<file path="src/hbt_pkg.sv">
package hbt_pkg;

    localparam int DATA_W         = 16;
    localparam int BLOCK_SIZE_DEF = 8;

    // Sequencer states: load, the four steps of one butterfly, and the two
    // steps of one emitted coefficient.
    typedef enum logic [2:0] {
        ST_LOAD,
        ST_RD_A,
        ST_RD_B,
        ST_WR_LO,
        ST_WR_HI,
        ST_EM_RD,
        ST_EM_LD
    } ctrl_state_t;

endpackage

</file>
<file path="src/haar_2d_block_transform.sv">
// One-level 2D Haar transform of a square block of BLOCK_SIZE x BLOCK_SIZE
// signed Q11.4 samples.
//
// Channels: samples arrive on in_valid/in_ready (sample_value) in row-major
// order. Coefficients leave on out_valid/out_ready (coefficient, with
// last_of_block set on the final one), also row-major. The direction
// register (0 forward, 1 inverse) is written over cfg_valid/cfg_ready and is
// sampled when the last sample of a block is taken.
//
// Timing: a sample is taken every cycle while loading. After the last one,
// two passes run between two ping-pong memories, one butterfly at a time:
// a pair of reads (ST_RD_A, ST_RD_B), then a pair of writes (ST_WR_LO,
// ST_WR_HI). Coefficients are then read back from memory 0 one at a time,
// a read (ST_EM_RD) then a load into the output register (ST_EM_LD);
// no block is taken until the last coefficient is loaded. One read and
// one write port per memory are used in turn, never overlapped.
// Reset returns the block to loading at the start of a block with the
// forward direction; memory contents are not cleared. When the receiver
// stalls, the output register holds its transaction and the read-back
// pauses; no coefficient is dropped.
module haar_2d_block_transform #(
    parameter int BLOCK_SIZE = hbt_pkg::BLOCK_SIZE_DEF
) (
    input  logic                              clk,
    input  logic                              rst_n,
    input  logic                              cfg_valid,
    output logic                              cfg_ready,
    input  logic                              cfg_data,
    input  logic                              in_valid,
    output logic                              in_ready,
    input  logic signed [hbt_pkg::DATA_W-1:0] sample_value,
    output logic                              out_valid,
    input  logic                              out_ready,
    output logic signed [hbt_pkg::DATA_W-1:0] coefficient,
    output logic                              last_of_block
);

    localparam int CELLS = BLOCK_SIZE * BLOCK_SIZE;
    localparam int CW    = $clog2(CELLS);
    localparam int LW    = $clog2(BLOCK_SIZE);
    localparam int HALF  = BLOCK_SIZE / 2;
    localparam int ODD   = BLOCK_SIZE % 2;
    localparam int KLAST = (BLOCK_SIZE - 1) / 2;
    localparam int DW    = hbt_pkg::DATA_W;

    hbt_pkg::ctrl_state_t state_reg, state_next;

    logic          direction_reg, direction_next;
    logic          run_dir_reg, run_dir_next;
    logic          pass_reg, pass_next;
    logic [CW-1:0] cnt_reg, cnt_next;
    logic [LW-1:0] line_reg, line_next;
    logic [LW-1:0] k_reg, k_next;
    logic          out_valid_reg, out_valid_next;

    // Payload registers.
    logic signed [DW-1:0] a_reg, a_next;
    logic signed [DW-1:0] b_reg, b_next;
    logic signed [DW-1:0] coef_reg, coef_next;
    logic                 last_reg, last_next;

    // Memory ports.
    logic          m0_wr_en, m0_rd_en, m1_wr_en, m1_rd_en;
    logic [CW-1:0] m0_wr_addr, m0_rd_addr, m1_wr_addr, m1_rd_addr;
    logic [DW-1:0] m0_wr_data, m1_wr_data, m0_rd_data, m1_rd_data;

    logic signed [DW-1:0] src_data;
    logic signed [DW-1:0] bf_b;
    logic signed [DW-1:0] bf_lo, bf_hi;

    logic          is_row;
    logic          tail;
    logic [LW:0]   two_k;
    logic [LW:0]   two_k1;
    logic [LW-1:0] pos_even, pos_odd, pos_half, pos_end;
    logic [LW-1:0] src_a_pos, src_b_pos, dst_lo_pos, dst_hi_pos;
    logic [LW-1:0] rd_pos, wr_pos;
    logic [CW-1:0] rd_addr, wr_addr;
    logic          pass_wr;
    logic signed [DW-1:0] pass_wr_data;
    logic          in_fire, out_free;

    assign cfg_ready     = 1'b1;
    assign in_ready      = (state_reg == hbt_pkg::ST_LOAD);
    assign out_valid     = out_valid_reg;
    assign coefficient   = coef_reg;
    assign last_of_block = last_reg;

    assign in_fire  = in_valid && in_ready;
    assign out_free = !out_valid_reg || out_ready;

    // Forward: rows then columns. Inverse: columns then rows.
    assign is_row = !(pass_reg ^ run_dir_reg);
    assign tail   = (ODD != 0) && (k_reg == LW'(KLAST));

    // Positions within a line for the current pair.
    assign two_k    = {k_reg, 1'b0};
    assign two_k1   = two_k + (LW + 1)'(1);
    assign pos_even = two_k[LW-1:0];
    assign pos_odd  = two_k1[LW-1:0];
    assign pos_half = LW'(HALF) + k_reg;
    assign pos_end  = LW'(BLOCK_SIZE - 1);

    always_comb
    begin
        if (tail)
        begin
            // Unpaired end of an odd line passes through.
            src_a_pos  = pos_end;
            src_b_pos  = pos_end;
            dst_lo_pos = pos_end;
            dst_hi_pos = pos_end;
        end
        else if (run_dir_reg)
        begin
            src_a_pos  = k_reg;
            src_b_pos  = pos_half;
            dst_lo_pos = pos_even;
            dst_hi_pos = pos_odd;
        end
        else
        begin
            src_a_pos  = pos_even;
            src_b_pos  = pos_odd;
            dst_lo_pos = k_reg;
            dst_hi_pos = pos_half;
        end
    end

    assign rd_pos = (state_reg == hbt_pkg::ST_RD_B) ? src_b_pos : src_a_pos;
    assign wr_pos = (state_reg == hbt_pkg::ST_WR_HI) ? dst_hi_pos : dst_lo_pos;

    assign rd_addr = is_row
        ? CW'(CW'(line_reg) * CW'(BLOCK_SIZE)) + CW'(rd_pos)
        : CW'(CW'(rd_pos) * CW'(BLOCK_SIZE)) + CW'(line_reg);
    assign wr_addr = is_row
        ? CW'(CW'(line_reg) * CW'(BLOCK_SIZE)) + CW'(wr_pos)
        : CW'(CW'(wr_pos) * CW'(BLOCK_SIZE)) + CW'(line_reg);

    assign src_data = pass_reg ? m1_rd_data : m0_rd_data;
    assign bf_b     = (state_reg == hbt_pkg::ST_WR_LO) ? src_data : b_reg;

    hbt_butterfly u_butterfly (
        .inverse (run_dir_reg),
        .a       (a_reg),
        .b       (bf_b),
        .lo      (bf_lo),
        .hi      (bf_hi)
    );

    always_comb
    begin
        pass_wr      = 1'b0;
        pass_wr_data = bf_lo;

        state_next     = state_reg;
        direction_next = direction_reg;
        run_dir_next   = run_dir_reg;
        pass_next      = pass_reg;
        cnt_next       = cnt_reg;
        line_next      = line_reg;
        k_next         = k_reg;
        a_next         = a_reg;
        b_next         = b_reg;
        coef_next      = coef_reg;
        last_next      = last_reg;
        out_valid_next = out_valid_reg;

        m0_rd_en   = 1'b0;
        m1_rd_en   = 1'b0;
        m0_rd_addr = rd_addr;
        m1_rd_addr = rd_addr;

        if (cfg_valid && cfg_ready)
        begin
            direction_next = cfg_data;
        end

        if (out_valid_reg && out_ready)
        begin
            out_valid_next = 1'b0;
        end

        case (state_reg)
            hbt_pkg::ST_LOAD:
            begin
                if (in_fire)
                begin
                    if (cnt_reg == CW'(CELLS - 1))
                    begin
                        cnt_next     = '0;
                        run_dir_next = direction_reg;
                        pass_next    = 1'b0;
                        line_next    = '0;
                        k_next       = '0;
                        state_next   = hbt_pkg::ST_RD_A;
                    end
                    else
                    begin
                        cnt_next = cnt_reg + CW'(1);
                    end
                end
            end

            hbt_pkg::ST_RD_A:
            begin
                m0_rd_en   = !pass_reg;
                m1_rd_en   = pass_reg;
                state_next = hbt_pkg::ST_RD_B;
            end

            hbt_pkg::ST_RD_B:
            begin
                // First operand is back; fetch the second unless at the tail.
                a_next     = src_data;
                m0_rd_en   = !pass_reg && !tail;
                m1_rd_en   = pass_reg && !tail;
                state_next = hbt_pkg::ST_WR_LO;
            end

            hbt_pkg::ST_WR_LO:
            begin
                b_next       = src_data;
                pass_wr      = 1'b1;
                pass_wr_data = tail ? src_data : bf_lo;
                state_next   = tail ? hbt_pkg::ST_EM_RD : hbt_pkg::ST_WR_HI;
            end

            hbt_pkg::ST_WR_HI:
            begin
                pass_wr      = 1'b1;
                pass_wr_data = bf_hi;
                state_next   = hbt_pkg::ST_EM_RD;
            end

            hbt_pkg::ST_EM_RD:
            begin
                m0_rd_en   = 1'b1;
                m0_rd_addr = cnt_reg;
                state_next = hbt_pkg::ST_EM_LD;
            end

            hbt_pkg::ST_EM_LD:
            begin
                // Hold the read data until the output register frees up.
                if (out_free)
                begin
                    coef_next      = m0_rd_data;
                    last_next      = (cnt_reg == CW'(CELLS - 1));
                    out_valid_next = 1'b1;
                    if (cnt_reg == CW'(CELLS - 1))
                    begin
                        cnt_next   = '0;
                        state_next = hbt_pkg::ST_LOAD;
                    end
                    else
                    begin
                        cnt_next   = cnt_reg + CW'(1);
                        state_next = hbt_pkg::ST_EM_RD;
                    end
                end
            end

            default:
            begin
                state_next = hbt_pkg::ST_LOAD;
            end
        endcase

        // Advance to the next pair, line or pass once a butterfly is written.
        if ((state_reg == hbt_pkg::ST_WR_HI) ||
            ((state_reg == hbt_pkg::ST_WR_LO) && tail))
        begin
            state_next = hbt_pkg::ST_RD_A;
            if (k_reg == LW'(KLAST))
            begin
                k_next = '0;
                if (line_reg == LW'(BLOCK_SIZE - 1))
                begin
                    line_next = '0;
                    if (pass_reg)
                    begin
                        pass_next  = 1'b0;
                        cnt_next   = '0;
                        state_next = hbt_pkg::ST_EM_RD;
                    end
                    else
                    begin
                        pass_next = 1'b1;
                    end
                end
                else
                begin
                    line_next = line_reg + LW'(1);
                end
            end
            else
            begin
                k_next = k_reg + LW'(1);
            end
        end
    end

    // Memory 0 takes the load and the second pass; memory 1 the first pass.
    always_comb
    begin
        m0_wr_en   = in_fire || (pass_wr && pass_reg);
        m0_wr_addr = in_fire ? cnt_reg : wr_addr;
        m0_wr_data = in_fire ? sample_value : pass_wr_data;
        m1_wr_en   = pass_wr && !pass_reg;
        m1_wr_addr = wr_addr;
        m1_wr_data = pass_wr_data;
    end

    hbt_ram #(
        .DEPTH  (CELLS),
        .ADDR_W (CW)
    ) u_ram0 (
        .clk     (clk),
        .wr_en   (m0_wr_en),
        .wr_addr (m0_wr_addr),
        .wr_data (m0_wr_data),
        .rd_en   (m0_rd_en),
        .rd_addr (m0_rd_addr),
        .rd_data (m0_rd_data)
    );

    hbt_ram #(
        .DEPTH  (CELLS),
        .ADDR_W (CW)
    ) u_ram1 (
        .clk     (clk),
        .wr_en   (m1_wr_en),
        .wr_addr (m1_wr_addr),
        .wr_data (m1_wr_data),
        .rd_en   (m1_rd_en),
        .rd_addr (m1_rd_addr),
        .rd_data (m1_rd_data)
    );

    always_ff @(posedge clk or negedge rst_n)
    begin
        if (!rst_n)
        begin
            state_reg     <= hbt_pkg::ST_LOAD;
            direction_reg <= 1'b0;
            run_dir_reg   <= 1'b0;
            pass_reg      <= 1'b0;
            cnt_reg       <= '0;
            line_reg      <= '0;
            k_reg         <= '0;
            out_valid_reg <= 1'b0;
        end
        else
        begin
            state_reg     <= state_next;
            direction_reg <= direction_next;
            run_dir_reg   <= run_dir_next;
            pass_reg      <= pass_next;
            cnt_reg       <= cnt_next;
            line_reg      <= line_next;
            k_reg         <= k_next;
            out_valid_reg <= out_valid_next;
        end
    end

    always_ff @(posedge clk)
    begin
        a_reg    <= a_next;
        b_reg    <= b_next;
        coef_reg <= coef_next;
        last_reg <= last_next;
    end

endmodule

</file>
<file path="src/hbt_ram.sv">
module hbt_ram #(
    parameter int DEPTH  = hbt_pkg::BLOCK_SIZE_DEF * hbt_pkg::BLOCK_SIZE_DEF,
    parameter int ADDR_W = $clog2(DEPTH)
) (
    input  logic                       clk,
    input  logic                       wr_en,
    input  logic [ADDR_W-1:0]          wr_addr,
    input  logic [hbt_pkg::DATA_W-1:0] wr_data,
    input  logic                       rd_en,
    input  logic [ADDR_W-1:0]          rd_addr,
    output logic [hbt_pkg::DATA_W-1:0] rd_data
);

    logic [hbt_pkg::DATA_W-1:0] mem [DEPTH];

    always_ff @(posedge clk)
    begin
        if (wr_en)
        begin
            mem[wr_addr] <= wr_data;
        end
    end

    // Read data holds until the next read is issued.
    always_ff @(posedge clk)
    begin
        if (rd_en)
        begin
            rd_data <= mem[rd_addr];
        end
    end

endmodule

</file>
<file path="src/hbt_butterfly.sv">
module hbt_butterfly (
    input  logic                              inverse,
    input  logic signed [hbt_pkg::DATA_W-1:0] a,
    input  logic signed [hbt_pkg::DATA_W-1:0] b,
    output logic signed [hbt_pkg::DATA_W-1:0] lo,
    output logic signed [hbt_pkg::DATA_W-1:0] hi
);

    localparam int W = hbt_pkg::DATA_W;

    logic signed [W:0] sum;
    logic signed [W:0] diff;
    logic signed [W-1:0] sum_sat;
    logic signed [W-1:0] diff_sat;

    always_comb
    begin
        sum  = {a[W-1], a} + {b[W-1], b};
        diff = {a[W-1], a} - {b[W-1], b};

        // Clamp when the carry bit disagrees with the sign bit.
        if (sum[W] != sum[W-1])
            sum_sat = sum[W] ? {1'b1, {(W-1){1'b0}}} : {1'b0, {(W-1){1'b1}}};
        else
            sum_sat = sum[W-1:0];

        if (diff[W] != diff[W-1])
            diff_sat = diff[W] ? {1'b1, {(W-1){1'b0}}} : {1'b0, {(W-1){1'b1}}};
        else
            diff_sat = diff[W-1:0];

        if (inverse)
        begin
            lo = sum_sat;
            hi = diff_sat;
        end
        else
        begin
            // Halve by arithmetic shift: the result always fits.
            lo = sum[W:1];
            hi = diff[W:1];
        end
    end

endmodule

</file>
<file path="config.mk">
export PLATFORM = sky130hd
export DESIGN_NAME = haar_2d_block_transform
export DESIGN_NICKNAME = d
export VERILOG_FILES = /design/src/hbt_pkg.sv /design/src/haar_2d_block_transform.sv /design/src/hbt_ram.sv /design/src/hbt_butterfly.sv
export SDC_FILE = /design/constraint.sdc
export NUM_CORES = 2
export LEC_CHECK = 0
export BUFFER_PORTS_ARGS = -buffer_cell sky130_fd_sc_hd__buf_2
export CORE_ASPECT_RATIO = 1.4
export CORE_MARGIN = 4
export CORE_UTILIZATION = 63
export CTS_CLUSTER_SIZE = 28
export DETAILED_ROUTE_END_ITERATION = 16
export HOLD_SLACK_MARGIN = 0.12
export PLACE_DENSITY = 0.89
export SLEW_MARGIN = 20
export SYNTH_ARGS = -nofsm -noshare
export SYNTH_HDL_FRONTEND = slang
export SYNTH_HIERARCHICAL = 1
export SYNTH_SLANG_ARGS = --single-unit
</file>
<file path="constraint.sdc">
create_clock -name clk -period 7.6 [get_ports clk]
set_clock_uncertainty 0.2 [all_clocks]
set_input_delay 0.38 -clock clk [delete_from_list [all_inputs] [get_ports clk]]
set_output_delay 0.38 -clock clk [all_outputs]
set_load 0.01 [all_outputs]
</file>
==> impl_metrics.py <==
metrics = {
    "timing": {
        "max_slew_margin_pct": 19.2,
        "period_share_pct": 87.9,
        "worstMarginPinSlew_ps": 1210,
        "fin_crit_ps": 6680,
        "slew_viol_final": 0,
        "grt_setup_unrepaired": "no",
        "fin_hold_ws_ps": 227,
        "finalHoldViolCount": 0,
        "timing.setup.tns_ps": 0,
        "setup_viol": 0,
        "fmax_ghz": 0.150,
    },
    "worst_setup_path": {
        "worstSetupPathType": "reg2reg",
        "path_max_fanout": 64,
        "cp.arrival_ps": 6920,
        "cp-end-kind": "register",
        "r2r_end": "u_ram0/mem[16][1]",
        "crit_required_ps": 7850,
        "reg2reg_from": "state_reg[2]",
        "rrSetupSlack_ps": 920,
        "worst_r2r_path_depth": 20,
        "critPathLaunchType": "register",
    },
    "clock_network": {
        "insertion_delay_ps": 850,
        "h-tree-depth": 4,
        "cts_sinks": 2148,
        "numCtsBuffers": 180,
        "tritoncts": "built",
        "hold_buffers": 9,
        "path_clk_slew_ps": 70,
        "cts_setup_buffers": 0,
        "cts.root.buffer_cell": "clkbuf_16",
        "post_cts_resized": 0,
        "cts_max_path_buffers": 3,
    },
    "die": {
        "num_rows": 160,
        "pin_count": 42,
        "die_area_um2": 144000,
        "die_h_um": 447,
        "die_w_um": 321,
        "coreArea_um2": 136000,
        "initial_core_util_pct": 63.6,
    },
    "drt": {
        "postRouteAntennaNets": 0,
        "drt_iter0_drc": 8226,
        "wl_per_cell_um": 37.0,
        "routed_wl_um": 239000,
        "drc": 0,
        "routed-via-count": 47100,
        "routed_via_density": 7.30,
        "drt-pass1-iter-count": 6,
    },
    "global_route": {
        "grt.overflow.total": 0,
        "grt_pass1_wl_um": 343000,
        "grt_max_degree": 110,
        "antenna_found_initial": 25,
        "grt_use_total_pct": 33.8,
        "grt_pass1_vias": 47500,
    },
    "min_path": {
        "min_from": "sample_value[6]",
        "hold_depth": 2,
        "hold_class": "in2reg",
        "hold_end": "u_ram0/mem[21][6]",
    },
    "synthesis": {
        "synthArstFlopShare_pct": 0.885,
        "syn_avg_cell_area_um2": 19.9,
        "yosysWarnings": 6,
        "synthCells": 4351,
        "synth_area_um2": 86600,
        "synth_top_flop_cell": "edfxtp_1",
        "ys_ff_latch": 2148,
        "synth-seq-area-share_pct": 74.2,
        "ys_types": 99,
        "synth_edf_count": 2113,
        "syn_nets": 4415,
    },
    "finish": {
        "layout.nets": 4564,
        "synthToLayoutAreaGrowth_pct": 9.87,
        "nFillCells": 7417,
        "drive_gt1_share_pct": 25.0,
        "design_area_um2": 95100,
        "finalNonFillerCells": 6457,
        "top_regs": "u_ram0/mem (1024), u_ram1/mem (1024)",
    },
    "place": {
        "placed_area_um2": 88900,
        "dp.cells": 6088,
        "post-dp-hpwl_um": 131000,
        "portBuffers": 40,
        "gp_congestion": 0.934,
    },
    "outcome": {
        "outcome": "completed",
    },
    "job": {
        "max-cap-violations": 0,
    },
}
## worst max path at each step
stage | to | slack (ps) | from | cells after the start
6_report | u_ram0/mem[16][1] | 920 | state_reg[2] | 20
5_1_grt | u_ram0/mem[34][11] | 650 | state_reg[2] | 21
4_1_cts | u_ram0/mem[9][14] | 720 | state_reg[2] | 19
3_5_place_dp | u_ram0/mem[22][14] | 810 | state_reg[2] | 19
3_3_place_gp | u_ram0/mem[26][14] | 970 | state_reg[2] | 19
2_1_floorplan | u_ram0/mem[0][6] | 1120 | state_reg[1] | 21
## through the flow
step                      worst slack [ps]  util, %
after floorplan                       1120        -
after global placement                 971     65.3
after detailed placement               810     65.3
after CTS                              719     69.7
after global routing                   649     69.8
final                                  922     69.9
## per-layer routing
layer,global-route usage [%],share of wire [%]
met4,22.6,8.6
met1,39.5,30
met5,0,0.021
met3,8.77,12
met2,55.6,50
## final cells by class
class	count	area (um2)	share of cell area, %
antenna	23	57.6	0.0605
clock buffer	232	4780	5.03
clock inverter	102	1070	1.12
inverter	42	158	0.166
multi-input combinational	1908	20900	22.0
sequential	2148	64200	67.5
tap	1782	2230	2.34
timing repair buffer	220	1700	1.78
## cell usage after synthesis (16+ instances only)
cell / n / area share (%)
nand4_1: 28 / 0.20
a21oi_1: 65 / 0.38
nand2_1: 211 / 0.91
dfxtp_1: 16 / 0.37
dfrtp_1: 19 / 0.55
buf_2: 82 / 0.47
a211o_1: 17 / 0.17
nand2b_1: 19 / 0.14
mux2_2: 122 / 1.6
a31oi_1: 30 / 0.22
nand3_1: 57 / 0.33
inv_1: 41 / 0.18
clkbuf_1: 62 / 0.27
ha_1: 40 / 0.58
a22oi_1: 79 / 0.68
a221oi_1: 33 / 0.33
xnor2_1: 24 / 0.24
mux4_2: 440 / 11
buf_6: 40 / 0.52
edfxtp_1: 2113 / 73
buf_4: 31 / 0.27
a311oi_1: 17 / 0.17
mux2i_1: 179 / 2.1
nor2b_1: 66 / 0.48
a211oi_1: 29 / 0.25
o21ai_0: 44 / 0.25
nor2_1: 190 / 0.82
## logic make-up (layout without fill, tap and decap cells)
kind of cell	count (synthesis)	count (layout)	synth area share (%)
flops	2148	2148	74.2
mux	752	752	15.4
simple gates	659	659	3.67
compound gates	426	426	3.59
buf+inv	295	596	2.25
fa+ha+maj	42	42	0.624
xor+xnor	28	28	0.283
other cells	1	24	0.00433
## cells in the final DEF, fill, tap and decap left out, drive strengths merged, types with 23 or more instances in the layout
cell	count
xnor2	24
buf	212
a22oi	79
a221oi	33
mux2	125
o21ai	53
nand2	213
clkinv	71
a211oi	33
nand3	57
nor2b	67
nand4	28
diode	23
clkbuf	232
inv	47
a31oi	30
mux2i	179
a21oi	67
ha	40
nor2	195
edfxtp	2113
mux4	448
## worst max-delay path, stage by stage (launching register included)
cell and delay [ps]:
dfrtp_1 560, nand3b_1 560, mux2_2 480, ha_1 210, fa_1 400, nand2b_1 190
a21oi_1 230, o31a_1 390, nor2b_4 90, o21ai_0 140, o21ai_0 180, ha_1 620
inv_1 260, o21ai_0 140, o22a_2 380, o21ai_0 140, mux2_2 280, nand2_1 70
nand2_2 60, mux2_2 260, buf_4 280
Power is left out: the tool's default activity adds up to more than one toggle a clock period on the data nets, which glitch-free logic cannot reach.
